**src/design/tdma_slot_table_mac_top_macros.svh**
```systemverilog
// Assertion macros for the TDMA slot table MAC.
// Used by tdma_slot_table_mac_top; no other dependencies.
`ifndef TDMA_SLOT_TABLE_MAC_TOP_MACROS_SVH
`define TDMA_SLOT_TABLE_MAC_TOP_MACROS_SVH
`ifndef SYNTH
`define CHK_NEVER(lbl, clk, rst_n, cond, msg) \
	lbl: assert property (@(posedge clk) disable iff (!rst_n) !(cond)) else $error(msg);
`define CHK_IMPLY(lbl, clk, rst_n, ante, cons, msg) \
	lbl: assert property (@(posedge clk) disable iff (!rst_n) (ante) |-> (cons)) else $error(msg);
`else
`define CHK_NEVER(lbl, clk, rst_n, cond, msg)
`define CHK_IMPLY(lbl, clk, rst_n, ante, cons, msg)
`endif
`endif

```
**src/design/tstm_pkg.sv**
```systemverilog
// Shared types and constants of the TDMA slot table MAC.
// No dependencies; imported by every module of the block.
package tstm_pkg;

	localparam int ID_W       = 8;
	localparam int REPORTS    = 9;
	localparam int REP_W      = REPORTS * ID_W;
	localparam int SLOT_W     = 4;
	localparam int LISTEN_W   = 5;
	localparam int FRAME_W    = 16;
	localparam int STEP_W     = 4;
	localparam int IN_DATA_W  = 96;
	localparam int OUT_DATA_W = 96;

	localparam logic [ID_W-1:0] FREE_ID = 8'hFF;

	localparam logic KIND_TICK  = 1'b0;
	localparam logic KIND_FRAME = 1'b1;

	typedef enum logic [1:0] {
		ST_IDLE,
		ST_START,
		ST_WALK,
		ST_DONE
	} state_t;

	// input word payload, last field in the lowest bits
	typedef struct packed {
		logic             have_packet;
		logic [7:0]       random_pick;
		logic [ID_W-1:0]  sender_id;
		logic [ID_W-1:0]  heard_id_last;
		logic [63:0]      heard_ids_low;
	} item_t;

	localparam int ITEM_W = $bits(item_t);

	// result word, transmit in bit 0
	typedef struct packed {
		logic              acquire_failed;
		logic              collision;
		logic [SLOT_W-1:0] held_slot;
		logic              slot_held;
		logic [ID_W-1:0]   tx_id_last;
		logic [63:0]       tx_ids_low;
		logic [FRAME_W-1:0] frame_count;
		logic              transmit;
	} result_t;

	typedef struct packed {
		logic              load;
		logic              start;
		logic              walk;
		logic              publish;
		logic [STEP_W-1:0] step;
	} cmd_t;

endpackage

```
**src/design/tstm_ctrl.sv**
```systemverilog
// Sequencer of the TDMA slot table MAC: accept, start, per-slot walk, publish.
// Depends on tstm_pkg; drives the command struct of tstm_dpath.
module tstm_ctrl
	import tstm_pkg::*;
#(
	parameter int SLOTS = 10
) (
	input  logic clk,
	input  logic arst_n,
	input  logic in_valid,
	output logic in_ready,
	input  logic out_free,
	output cmd_t cmd
);

	localparam int WALK = (SLOTS > REPORTS) ? SLOTS : REPORTS;
	localparam logic [STEP_W-1:0] STEP_LAST = STEP_W'(WALK - 1);

	state_t state_q, state_d;
	logic [STEP_W-1:0] step_q;

	always_ff @(posedge clk or negedge arst_n) begin
		if (!arst_n) begin
			state_q <= ST_IDLE;
			step_q  <= '0;
		end else begin
			state_q <= state_d;
			if (cmd.start) begin
				step_q <= '0;
			end else if (cmd.walk) begin
				step_q <= step_q + 1'b1;
			end
		end
	end

	always_comb begin
		state_d  = state_q;
		in_ready = 1'b0;
		cmd      = '0;
		cmd.step = step_q;
		case (state_q)
			ST_IDLE: begin
				in_ready = 1'b1;
				if (in_valid) begin
					cmd.load = 1'b1;
					state_d  = ST_START;
				end
			end
			ST_START: begin
				cmd.start = 1'b1;
				state_d   = ST_WALK;
			end
			ST_WALK: begin
				cmd.walk = 1'b1;
				if (step_q == STEP_LAST) begin
					state_d = ST_DONE;
				end
			end
			ST_DONE: begin
				if (out_free) begin
					cmd.publish = 1'b1;
					state_d     = ST_IDLE;
				end
			end
			default: begin
				state_d = ST_IDLE;
			end
		endcase
	end

endmodule

```
**src/design/tstm_dpath.sv**
```systemverilog
// Datapath of the TDMA slot table MAC: slot table, counters, acquisition
// search, header build and report merge. Depends on tstm_pkg; run by tstm_ctrl.
module tstm_dpath
	import tstm_pkg::*;
#(
	parameter int SLOTS        = 10,
	parameter int LISTEN_SLOTS = 20
) (
	input  logic            clk,
	input  logic            arst_n,
	input  cmd_t            cmd,
	input  item_t           in_item,
	input  logic            in_kind,
	input  logic            cfg_we,
	input  logic [ID_W-1:0] cfg_data,
	output result_t         result
);

	localparam int IDX_W = $clog2(SLOTS);
	localparam int CNT_W = $clog2(SLOTS + 1);
	localparam logic [IDX_W-1:0]    LAST_IDX = IDX_W'(SLOTS - 1);
	localparam logic [LISTEN_W-1:0] LISTEN_MAX = LISTEN_W'(LISTEN_SLOTS);

	// node state
	logic [ID_W-1:0]     own_id_q;
	logic [ID_W-1:0]     owner_q [SLOTS];
	logic [SLOTS-1:0]    heard_q;
	logic [IDX_W-1:0]    sc_q;
	logic [FRAME_W-1:0]  fc_q;
	logic                own_valid_q;
	logic [IDX_W-1:0]    own_idx_q;
	logic                hts_q;
	logic                sent_q;
	logic [LISTEN_W-1:0] listen_q;
	logic                seek_q;

	// current word and work registers
	logic              kind_q;
	logic [REP_W-1:0]  rep_q;
	logic [ID_W-1:0]   sender_q;
	logic [7:0]        pick_q;
	logic              hp_q;
	logic [CNT_W-1:0]  k_q;
	logic [IDX_W-1:0]  rot_q;
	logic [REP_W-1:0]  hdr_q;
	logic              coll_q;
	logic              fail_q;

	logic [SLOTS-1:0]      free_mask;
	logic [CNT_W-1:0]      nfree;
	logic [8+CNT_W-1:0]    prod;
	logic [CNT_W-1:0]      k_new;
	logic                  known;
	logic                  named;
	logic                  coll_now;
	logic [IDX_W-1:0]      sc_next;
	logic [LISTEN_W-1:0]   listen_new;
	logic                  acq;
	logic [ID_W-1:0]       rd_owner;
	logic                  rd_heard;
	logic [ID_W-1:0]       hdr_entry;
	logic                  step_in;
	logic                  rep_step;
	logic                  seek_free;
	logic                  merge_en;
	logic                  take;
	logic                  tx;

	function automatic logic [IDX_W-1:0] slot_inc(input logic [IDX_W-1:0] s);
		return (s == LAST_IDX) ? '0 : IDX_W'(s + 1'b1);
	endfunction

	always_comb begin
		nfree = '0;
		known = 1'b0;
		for (int e = 0; e < SLOTS; e++) begin
			free_mask[e] = (owner_q[e] == FREE_ID);
			nfree        = nfree + CNT_W'(free_mask[e]);
			known        = known | (heard_q[e] & (owner_q[e] == sender_q));
		end
		named = 1'b0;
		for (int i = 0; i < REPORTS; i++) begin
			named = named | (rep_q[i*ID_W +: ID_W] == own_id_q);
		end
	end

	// k-th free slot, k = pick * free >> 8
	assign prod     = {{CNT_W{1'b0}}, pick_q} * {8'd0, nfree};
	assign k_new    = prod[8+CNT_W-1:8];
	assign coll_now = sent_q & own_valid_q & known & ~named;

	assign sc_next    = slot_inc(sc_q);
	assign listen_new = (listen_q < LISTEN_MAX) ? LISTEN_W'(listen_q + 1'b1) : listen_q;
	assign acq        = (listen_new == LISTEN_MAX);

	assign rd_owner  = owner_q[rot_q];
	assign rd_heard  = heard_q[rot_q];
	assign hdr_entry = rd_heard ? rd_owner : FREE_ID;

	assign step_in   = (cmd.step < STEP_W'(SLOTS));
	assign rep_step  = (cmd.step < STEP_W'(REPORTS));
	assign seek_free = seek_q & step_in & free_mask[cmd.step[IDX_W-1:0]];
	assign merge_en  = cmd.walk & (kind_q == KIND_FRAME) & rep_step & ~rd_heard
		& ~(own_valid_q & (rot_q == own_idx_q));
	assign take      = cmd.walk & (kind_q == KIND_TICK) & seek_free & (k_q == '0);
	assign tx        = (kind_q == KIND_TICK) & hp_q & own_valid_q & (sc_q == own_idx_q);

	always_ff @(posedge clk or negedge arst_n) begin
		if (!arst_n) begin
			own_id_q    <= '0;
			for (int e = 0; e < SLOTS; e++) begin
				owner_q[e] <= FREE_ID;
			end
			heard_q     <= '0;
			sc_q        <= '0;
			fc_q        <= '0;
			own_valid_q <= 1'b0;
			own_idx_q   <= '0;
			hts_q       <= 1'b0;
			sent_q      <= 1'b0;
			listen_q    <= '0;
			seek_q      <= 1'b0;
		end else begin
			if (cmd.start) begin
				if (kind_q == KIND_TICK) begin
					sc_q <= sc_next;
					if (sc_q == LAST_IDX) begin
						fc_q <= fc_q + 1'b1;
					end
					// silent slot just ended
					if (!hts_q) begin
						heard_q[sc_q] <= 1'b0;
					end
					hts_q    <= 1'b0;
					listen_q <= listen_new;
					seek_q   <= acq & (nfree != '0);
				end else begin
					hts_q <= 1'b1;
					if (coll_now) begin
						// held slot equal to the current one takes the sender below
						if (own_idx_q != sc_q) begin
							owner_q[own_idx_q] <= FREE_ID;
						end
						own_valid_q        <= 1'b0;
						own_idx_q          <= '0;
						sent_q             <= 1'b0;
					end else if (own_valid_q) begin
						listen_q <= '0;
					end
					owner_q[sc_q] <= sender_q;
					heard_q[sc_q] <= 1'b1;
					seek_q        <= 1'b0;
				end
			end else if (cmd.walk) begin
				if (merge_en) begin
					owner_q[rot_q] <= rep_q[ID_W-1:0];
				end
				if (take) begin
					own_valid_q <= 1'b1;
					own_idx_q   <= cmd.step[IDX_W-1:0];
					listen_q    <= '0;
					sent_q      <= 1'b0;
					seek_q      <= 1'b0;
				end
			end else if (cmd.publish) begin
				if (tx) begin
					sent_q <= 1'b1;
				end
			end
			if (cfg_we) begin
				own_id_q <= cfg_data;
			end
		end
	end

	always_ff @(posedge clk) begin
		if (cmd.load) begin
			kind_q   <= in_kind;
			rep_q    <= {in_item.heard_id_last, in_item.heard_ids_low};
			sender_q <= in_item.sender_id;
			pick_q   <= in_item.random_pick;
			hp_q     <= in_item.have_packet;
		end else if (cmd.start) begin
			k_q    <= k_new;
			rot_q  <= (kind_q == KIND_TICK) ? slot_inc(sc_next) : slot_inc(sc_q);
			fail_q <= (kind_q == KIND_TICK) & acq & (nfree == '0);
			coll_q <= (kind_q == KIND_FRAME) & coll_now;
		end else if (cmd.walk) begin
			rot_q <= slot_inc(rot_q);
			if (rep_step) begin
				hdr_q <= {hdr_entry, hdr_q[REP_W-1:ID_W]};
				rep_q <= {{ID_W{1'b0}}, rep_q[REP_W-1:ID_W]};
			end
			if (seek_free && k_q != '0) begin
				k_q <= k_q - 1'b1;
			end
		end
	end

	always_comb begin
		result                = '0;
		result.transmit       = tx;
		result.frame_count    = tx ? fc_q : '0;
		result.tx_ids_low     = tx ? hdr_q[63:0] : '0;
		result.tx_id_last     = tx ? hdr_q[REP_W-1:64] : '0;
		result.slot_held      = own_valid_q;
		result.held_slot      = own_valid_q ? SLOT_W'(own_idx_q) : '0;
		result.collision      = coll_q;
		result.acquire_failed = fail_q;
	end

endmodule

```
**src/design/tstm_oreg.sv**
```systemverilog
// Output register of the TDMA slot table MAC: holds one result word for the
// master side. Depends on tstm_pkg.
module tstm_oreg
	import tstm_pkg::*;
(
	input  logic    clk,
	input  logic    arst_n,
	input  logic    load,
	input  result_t din,
	input  logic    out_ready,
	output logic    out_valid,
	output result_t dout,
	output logic    free
);

	logic    valid_q;
	result_t data_q;

	always_ff @(posedge clk or negedge arst_n) begin
		if (!arst_n) begin
			valid_q <= 1'b0;
		end else if (load) begin
			valid_q <= 1'b1;
		end else if (out_ready) begin
			valid_q <= 1'b0;
		end
	end

	always_ff @(posedge clk) begin
		if (load) begin
			data_q <= din;
		end
	end

	assign free      = ~valid_q | out_ready;
	assign out_valid = valid_q;
	assign dout      = data_q;

endmodule

```
**src/design/tdma_slot_table_mac_top.sv**
```systemverilog
// TDMA slot table MAC, top level: sequencer, datapath and output register.
// Depends on tstm_pkg, tstm_ctrl, tstm_dpath, tstm_oreg and the macro header.
//
// Usage:
//  s_axis carries one word per slot tick (tuser 0) or received frame header
//  (tuser 1). m_axis returns exactly one result word per input word, in order.
//  cfg writes own_id; write it only while no word is in flight.
//  Each word is accepted, then a start step (counters, collision check, free
//  count), then a walk that covers every slot and all 9 report entries: one
//  slot per cycle for the free-slot search, one header entry or merged report
//  per cycle through the table read port at rot_q, then a publish step once
//  the output register is free.
//  The output register lets a new word be accepted while a result waits; if
//  m_axis_tready stays low the next result is held in the datapath and
//  s_axis_tready stays low until the output register frees.
//  Reset (arst_n low) clears the slot table to all free, unheard, and the slot,
//  frame and listen counters, the held slot and own_id to zero.
`include "tdma_slot_table_mac_top_macros.svh"
module tdma_slot_table_mac_top
	import tstm_pkg::*;
#(
	parameter int SLOTS        = 10,
	parameter int LISTEN_SLOTS = 20
) (
	input  logic                  clk,
	input  logic                  arst_n,
	input  logic                  s_axis_tvalid,
	output logic                  s_axis_tready,
	// heard_ids_low[63:0], heard_id_last[71:64], sender_id[79:72],
	// random_pick[87:80], have_packet[88], zero pad
	input  logic [IN_DATA_W-1:0]  s_axis_tdata,
	// kind[0]
	input  logic                  s_axis_tuser,
	output logic                  m_axis_tvalid,
	input  logic                  m_axis_tready,
	// transmit[0], frame_count[16:1], tx_ids_low[80:17], tx_id_last[88:81],
	// slot_held[89], held_slot[93:90], collision[94], acquire_failed[95]
	output logic [OUT_DATA_W-1:0] m_axis_tdata,
	input  logic                  cfg_valid,
	output logic                  cfg_ready,
	input  logic [ID_W-1:0]       cfg_data
);

	cmd_t    cmd;
	item_t   in_item;
	result_t res;
	result_t out_res;
	logic    out_free;

	assign in_item   = item_t'(s_axis_tdata[ITEM_W-1:0]);
	assign cfg_ready = 1'b1;

	tstm_ctrl #(
		.SLOTS (SLOTS)
	) u_ctrl (
		.clk      (clk),
		.arst_n   (arst_n),
		.in_valid (s_axis_tvalid),
		.in_ready (s_axis_tready),
		.out_free (out_free),
		.cmd      (cmd)
	);

	tstm_dpath #(
		.SLOTS        (SLOTS),
		.LISTEN_SLOTS (LISTEN_SLOTS)
	) u_dpath (
		.clk      (clk),
		.arst_n   (arst_n),
		.cmd      (cmd),
		.in_item  (in_item),
		.in_kind  (s_axis_tuser),
		.cfg_we   (cfg_valid & cfg_ready),
		.cfg_data (cfg_data),
		.result   (res)
	);

	tstm_oreg u_oreg (
		.clk       (clk),
		.arst_n    (arst_n),
		.load      (cmd.publish),
		.din       (res),
		.out_ready (m_axis_tready),
		.out_valid (m_axis_tvalid),
		.dout      (out_res),
		.free      (out_free)
	);

	assign m_axis_tdata = out_res;

	`CHK_IMPLY(a_tx_needs_slot, clk, arst_n, m_axis_tvalid && out_res.transmit, out_res.slot_held, "transmit without a held slot")
	`CHK_IMPLY(a_coll_releases, clk, arst_n, m_axis_tvalid && out_res.collision, !out_res.slot_held && !out_res.transmit, "collision left slot held or transmitting")
	`CHK_IMPLY(a_slot_in_range, clk, arst_n, m_axis_tvalid, out_res.held_slot < SLOT_W'(SLOTS), "held slot index out of range")
	`CHK_NEVER(a_publish_blocked, clk, arst_n, cmd.publish && !out_free, "result published into a full output register")

endmodule
```
**config.mk**
```make
export PLATFORM = sky130hd
export DESIGN_NAME = tdma_slot_table_mac_top
export DESIGN_NICKNAME = d
export VERILOG_FILES = /design/src/design/tstm_pkg.sv /design/src/design/tstm_ctrl.sv /design/src/design/tstm_dpath.sv /design/src/design/tstm_oreg.sv /design/src/design/tdma_slot_table_mac_top.sv
export VERILOG_INCLUDE_DIRS = /design/src /design/src/design
export SDC_FILE = /design/constraint.sdc
export NUM_CORES = 1
export LEC_CHECK = 0
export BUFFER_PORTS_ARGS = -buffer_cell sky130_fd_sc_hd__buf_4
export CORE_AREA = 2 2 203 255
export DETAILED_ROUTE_END_ITERATION = 8
export DIE_AREA = 0 0 205 257
export PLACE_DENSITY = 0.65
export SLEW_MARGIN = 20
export SYNTH_ARGS = -nofsm -noshare
export SYNTH_HDL_FRONTEND = slang
export SYNTH_SLANG_ARGS = --single-unit
```
**constraint.sdc**
```tcl
create_clock -name clk -period 6.5 [get_ports clk]
set_input_delay 0.65 -clock clk [delete_from_list [all_inputs] [get_ports clk]]
set_output_delay 0.65 -clock clk [all_outputs]
set_load 0.005 [all_outputs]
```
# == After elaboration in Yosys (flattened, before gate mapping) ==
# Index checks and enable logic that the tools add are counted.
# op_classes
bitwise,62
add_sub_neg,16
n_eq_ne,50
n_reduce_logical,33
multipliers,1
muxes,81
n_lt_le_gt_ge,13
# ops
op,count
$mux 80,8
$mux 72,4
$bwmux 80,2
$eq 8x8->1,19
$demux 8 s4,3
$eq 8x8->1 const B,10
$or 80x80->80,1
$mux 4,16
$mux 8,5
$mux 5,7
$add 4x1->4,8
$bmux 8 s4,1
$and 1x1->1,30
$mux 1,26
$mux 10,2
$or 1x1->1,18
$add 16x1->16 const B,1
$add 4x1->4 const B,4
$eq 4x4->1 const B,4
$ge 5x5->1 const B,3
$lt 4x5->1 const B,3
$lt 5x1->1 const B,3
$not 4->5,3
$reduce_and 3->1,5
33 further kinds,70
# word_totals
word_cells,298
output_inout_bits,99
register_bits,406
inputBits,110

# == Logic depth before layout (Yosys ltp) ==
# logic_depth
ltp_word,19
depth_mapped,25
mapped_depth_nobuf,25

# == Cells and area by module ==
# Synthesis repeated with hierarchy kept, for this count alone.
# unflattened
cells_unflattened,1794
hier_area_um2,21395.5
# modules_own_cells
mod,seq_area_each_um2,cells_per_inst,area_per_inst_um2,n_inst
tstm_dpath,8543.2,1658,18066.1,1
tstm_oreg,2907.8,99,2930.3,1
tstm_ctrl,150.1,35,387.9,1
tdma_slot_table_mac_top,0.0,2,11.3,1

# == Least setup slack after synthesis ==
# No wires, ideal clock.
# synth_timing
path_kind,register to register
startpoint,register u_ctrl.state_q[0]
endpoint,"register u_dpath.hdr_q[0], enable pin"
synth_period_minus_slack_ns,6.920
required_time_ns,5.909
setup_ns,0.591
arrival_ns,6.330
setup_slack_ns,-0.420
stages_incl_launch_ff,7
path_buffers,1
path_cell_list,dfrtp_1 -> inv_1 -> ha_1 -> nand2_1 -> inv_1 -> clkbuf_1 -> nor3_1
# synth_lines
element,line,source
"start, declared",tstm_ctrl.sv:19,"state_t state_q, state_d;"
"start signal, assigned",tstm_ctrl.sv:27,state_q <= state_d;
"end signal, assigned",tstm_dpath.sv:191,"hdr_q <= {hdr_entry, hdr_q[REP_W-1:ID_W]};"
"end, declared",tstm_dpath.sv:45,logic [REP_W-1:0] hdr_q;

# == Worst setup path after layout ==
# layout_timing
startpoint,register u_dpath.owner_q[72] (netlist name)
endpoint,register u_dpath.k_q[3] (data pin)
# layout_between
elab_chain_cells,12
# layout_rtl
element,line,source
"start, declared",tstm_dpath.sv:26,logic [ID_W-1:0] owner_q [SLOTS];
"start signal, assigned by index",tstm_dpath.sv:150,owner_q[sc_q] <= sender_q;
"start signal, assigned by index",tstm_dpath.sv:156,owner_q[rot_q] <= rep_q[ID_W-1:0];
$eq 8x8->1,tstm_dpath.sv:77,free_mask[e] = (owner_q[e] == FREE_ID);
$add 1x1->2,tstm_dpath.sv:78,nfree = nfree + CNT_W'(free_mask[e]);
$add 4x1->4 (8 in a row),tstm_dpath.sv:78,
$mul 8x4->12,tstm_dpath.sv:88,"assign prod = {{CNT_W{1'b0}}, pick_q} * {8'd0, nfree};"
$mux 4,tstm_dpath.sv:183,end else if (cmd.start) begin
"end signal, assigned",tstm_dpath.sv:184,k_q <= k_new;
"end signal, assigned",tstm_dpath.sv:195,k_q <= k_q - 1'b1;
"end, declared",tstm_dpath.sv:43,logic [CNT_W-1:0] k_q;
# Every way passes these cells.
# A chain may end at the register's enable or synchronous reset.

==> impl_metrics.toml <==
[status]
outcome = "complete, no violations"

[grt]
use_met3 = 0.0480
grt_pass1_wl_um = 99700
grtUsageMet2 = 0.397
grt_pass1_vias = 16830
grt_max_degree = 95
antenna_found_initial = 0
globalRoute.busiestLayer = "met2"
grt_use_met1 = 0.303
overflow = 0
grtUsageTotal = 0.245

[critical_path]
cp_slowest_cell = "fa_1"
critical-path-top-delay-family = "adder cells"
worstPathArrival_ns = 6.74
critical_path_buf_inv_count = 7
critPathCaptureType = "flip-flop"
worstPathRequired_ns = 6.82
worst-path-max-fanout = 3
start_kind = "flip-flop"
worstSetupPathType = "reg2reg"
crit_path_max_incr_delay_ns = 0.55
crit_top_cell = "fa_1"

[timing]
finalHoldViolCount = 0
rsz0062_at_grt = "yes"
slew_violations = 0
fin_crit_ns = 6.43
timing.final.ws_setup_ns = 0.0730
finalClockSkew_ns = 0.0361
tightest_slew_ns = 1.13
final-setup-viol-count = 0
max_freq_mhz = 156
relSlewSlack = 0.242
fin_crit_sh = 0.989
tns_ns = 0

[clock_network]
insertion_delay_ns = 0.60
worst_setup_hold_path_clk_slew_ns = 0.06
cts_sinks = 406
clockBufferDepth = 3
root_buffer = "clkbuf_16"
numCtsBuffers = 43
hold_buffers = 0
htree_levels = 2
cts_tree = "built"

[final_layout]
most-common-layout-cells = "272 x buf_4, 268 x edfxtp_1, 135 x nand2_1, 112 x and2_1, 99 x xor2_1"
layout_commonest_cell = "buf_4"
fin_nets = 2244
layout.cells.non_filler = 2779
diodes = 0
drive_gt1_frac = 0.311
area_growth_pct = 17.6

[drt]
drtPass1Iterations = 7
vias = 16498
avgRoutedWirePerCell_um = 23.2
drtIter0Drc = 1210
viasPerCell = 5.94
routed_wl_um = 64600
drc = 0
final_antenna_net_count = 0

[yosys]
ys.flop_type = "edfxtp_1"
synth_edf_count = 268
syn-instance-count = 1889
syn-num-nets = 2047
synth_area_sq_um = 22500
ys_seq_area_frac = 0.517
yosys_warnings = 0
ys_ff_latch = 406
async_reset_ff_frac = 0.340
ys_types = 68
avgSynthCellArea_sq_um = 11.9

[die]
ioPinCount = 209
dieArea_sq_um = 52700
start_util = 0.448
core_area_sq_um = 50200
die_h_um = 257
rows = 92
die_x_um = 205

[power_and_ir_drop]
p_comb_frac = 0.339
p_sw_frac = 0.375
p_int_mw = 6.38
p_sw_mw = 3.83
pwr-share-seq = 0.413
clockPowerShare = 0.247
power_leakage_nw = 10.3
powerDensity_nw_per_um2 = 386
max-vdd-ir-drop_mv = 0.342

[placed_design]
placed_cells = 2697
globalplace.congestion = 0.966
port_buffers = 200
dp_hpwl_um = 43900
place_ws_ns = -0.342

[flow_run]
drv_cap = 0

[hold_path]
hp-class = "in2async"
==> sequential cells by signal, indices dropped and copies added, names as in the netlist, 5 cells and up, named ones only <==
name / cells
u_dpath.owner_q: 80
u_dpath.pick_q: 8
u_dpath.rep_q: 72
u_dpath.listen_q: 5
u_oreg.dout: 96
u_dpath.sender_q: 8
u_dpath.own_id_q: 8
u_dpath.hdr_q: 72
u_dpath.fc_q: 16
==> Yosys cell counts (19+ instances only) <==
master	n	area, sq um
a2111oi_0	20	175
a211oi_2	20	250
a21oi_1	97	485
a221oi_2	60	901
a22oi_1	91	683
and2_1	112	701
buf_2	22	110
clkbuf_1	84	315
dfrtp_1	58	1450
dfstp_2	80	2100
edfxtp_1	268	8050
ha_1	31	388
inv_1	50	188
mux2_2	77	867
mux4_2	19	428
nand2_1	137	514
nand3_1	29	145
nand4_1	45	282
nor2_1	63	236
nor2b_1	21	131
nor3_1	88	440
nor4_1	27	169
o21ai_0	31	155
xnor2_1	87	762
xor2_1	99	867
==> worst paths after layout <==
check / cells past startpoint / from / end / slack (ns)
setup / recovery: 25 / u_dpath.owner_q[72]$_DFFE_PN1P_ / u_dpath.k_q[3]$_DFFE_PP_ / 0.07
hold / removal: 1 / arst_n / async pin / 0.18
setup reg to reg: 25 / u_dpath.owner_q[72]$_DFFE_PN1P_ / u_dpath.k_q[3]$_DFFE_PP_ / 0.07
hold reg to reg: 0 / u_dpath.fail_q$_DFFE_PP_ / u_oreg.dout[95]$_DFFE_PP_ / 0.43
max in group asynchronous: 2 / arst_n / async pin / 5.13
min in group clk: 1 / s_axis_tdata[82] / u_dpath.pick_q[2]$_DFFE_PP_ / 0.22
==> logic make-up after synthesis <==
kind of cell / Yosys count / synth area share
AO/OA/AOI/OAI: 381 / 0.140
XOR/XNOR: 186 / 0.0725
adder cells (fa/ha/maj): 48 / 0.0324
buffers and inverters: 172 / 0.0311
flip-flops: 406 / 0.517
multiplexers: 112 / 0.0648
other: 1 / 0.000167
AND/OR/NAND/NOR: 583 / 0.142
==> layout make-up <==
type | count | area (sq um)
clock buffers | 59 | 1190
clock inverters | 21 | 241
fillers | 4379 | 23800
inverters | 51 | 193
multi-input cells | 1311 | 10300
flip-flops and latches | 406 | 11600
well taps | 658 | 823
repair buffers | 273 | 2050
==> power by group through the flow <==
stage	Clock, mW	Combinational (mW)	Sequential [mW]
after floorplan	0	2.42	4.02
after global placement	0	3.35	4.23
after detailed placement	0	3.42	4.25
after CTS	2.59	3.43	4.21
after global routing	2.68	3.72	4.29
final	2.52	3.46	4.22
==> what timing repair did <==
| action | CTS | global route |
|---|---|---|
| gates resized for setup | 7 | 10 |
| endpoints found under the setup margin | 4 | 4 |
| pin swaps | 12 | 17 |
| buffers inserted | 1 | 1 |
==> per-stage QoR <==
stage / hold slack (ns) / area [sq um] / utilization / power (mW)
3_3_place_gp: 0.416 / 24900 / 0.496 / 7.58
4_1_cts: 0.194 / 26300 / 0.525 / 10.2
2_1_floorplan: 0.354 / 22500 / - / 6.44
5_1_grt: 0.206 / 26400 / 0.526 / 10.7
6_report: 0.184 / 26400 / 0.526 / 10.2
3_5_place_dp: 0.407 / 24900 / 0.496 / 7.67
==> worst register-to-register path, cell delays in order, from the launching register on <==
cell and delay (ns):
dfstp_2 0.53, nand4_1 0.10, nor2_2 0.18, ha_1 0.26, inv_2 0.06, fa_1 0.44, fa_1 0.52, fa_1 0.54
inv_2 0.04, fa_2 0.39, inv_2 0.07, fa_1 0.44, inv_2 0.09, buf_4 0.10, buf_4 0.09, nand2_1 0.06
fa_1 0.48, fa_1 0.55, inv_1 0.04, ha_1 0.22, nor3_1 0.19, nor2_1 0.08, a41o_1 0.27, a21oi_2 0.15
xor2_1 0.15, a21oi_1 0.07
==> per-layer routing <==
metal	wire length (um)	vias to the layer above
met3	4390	225
met5	0	-
met4	4240	0
li1	-	7430
met1	25300	8105
met2	30700	738
(Power assumes the default switching activity.)
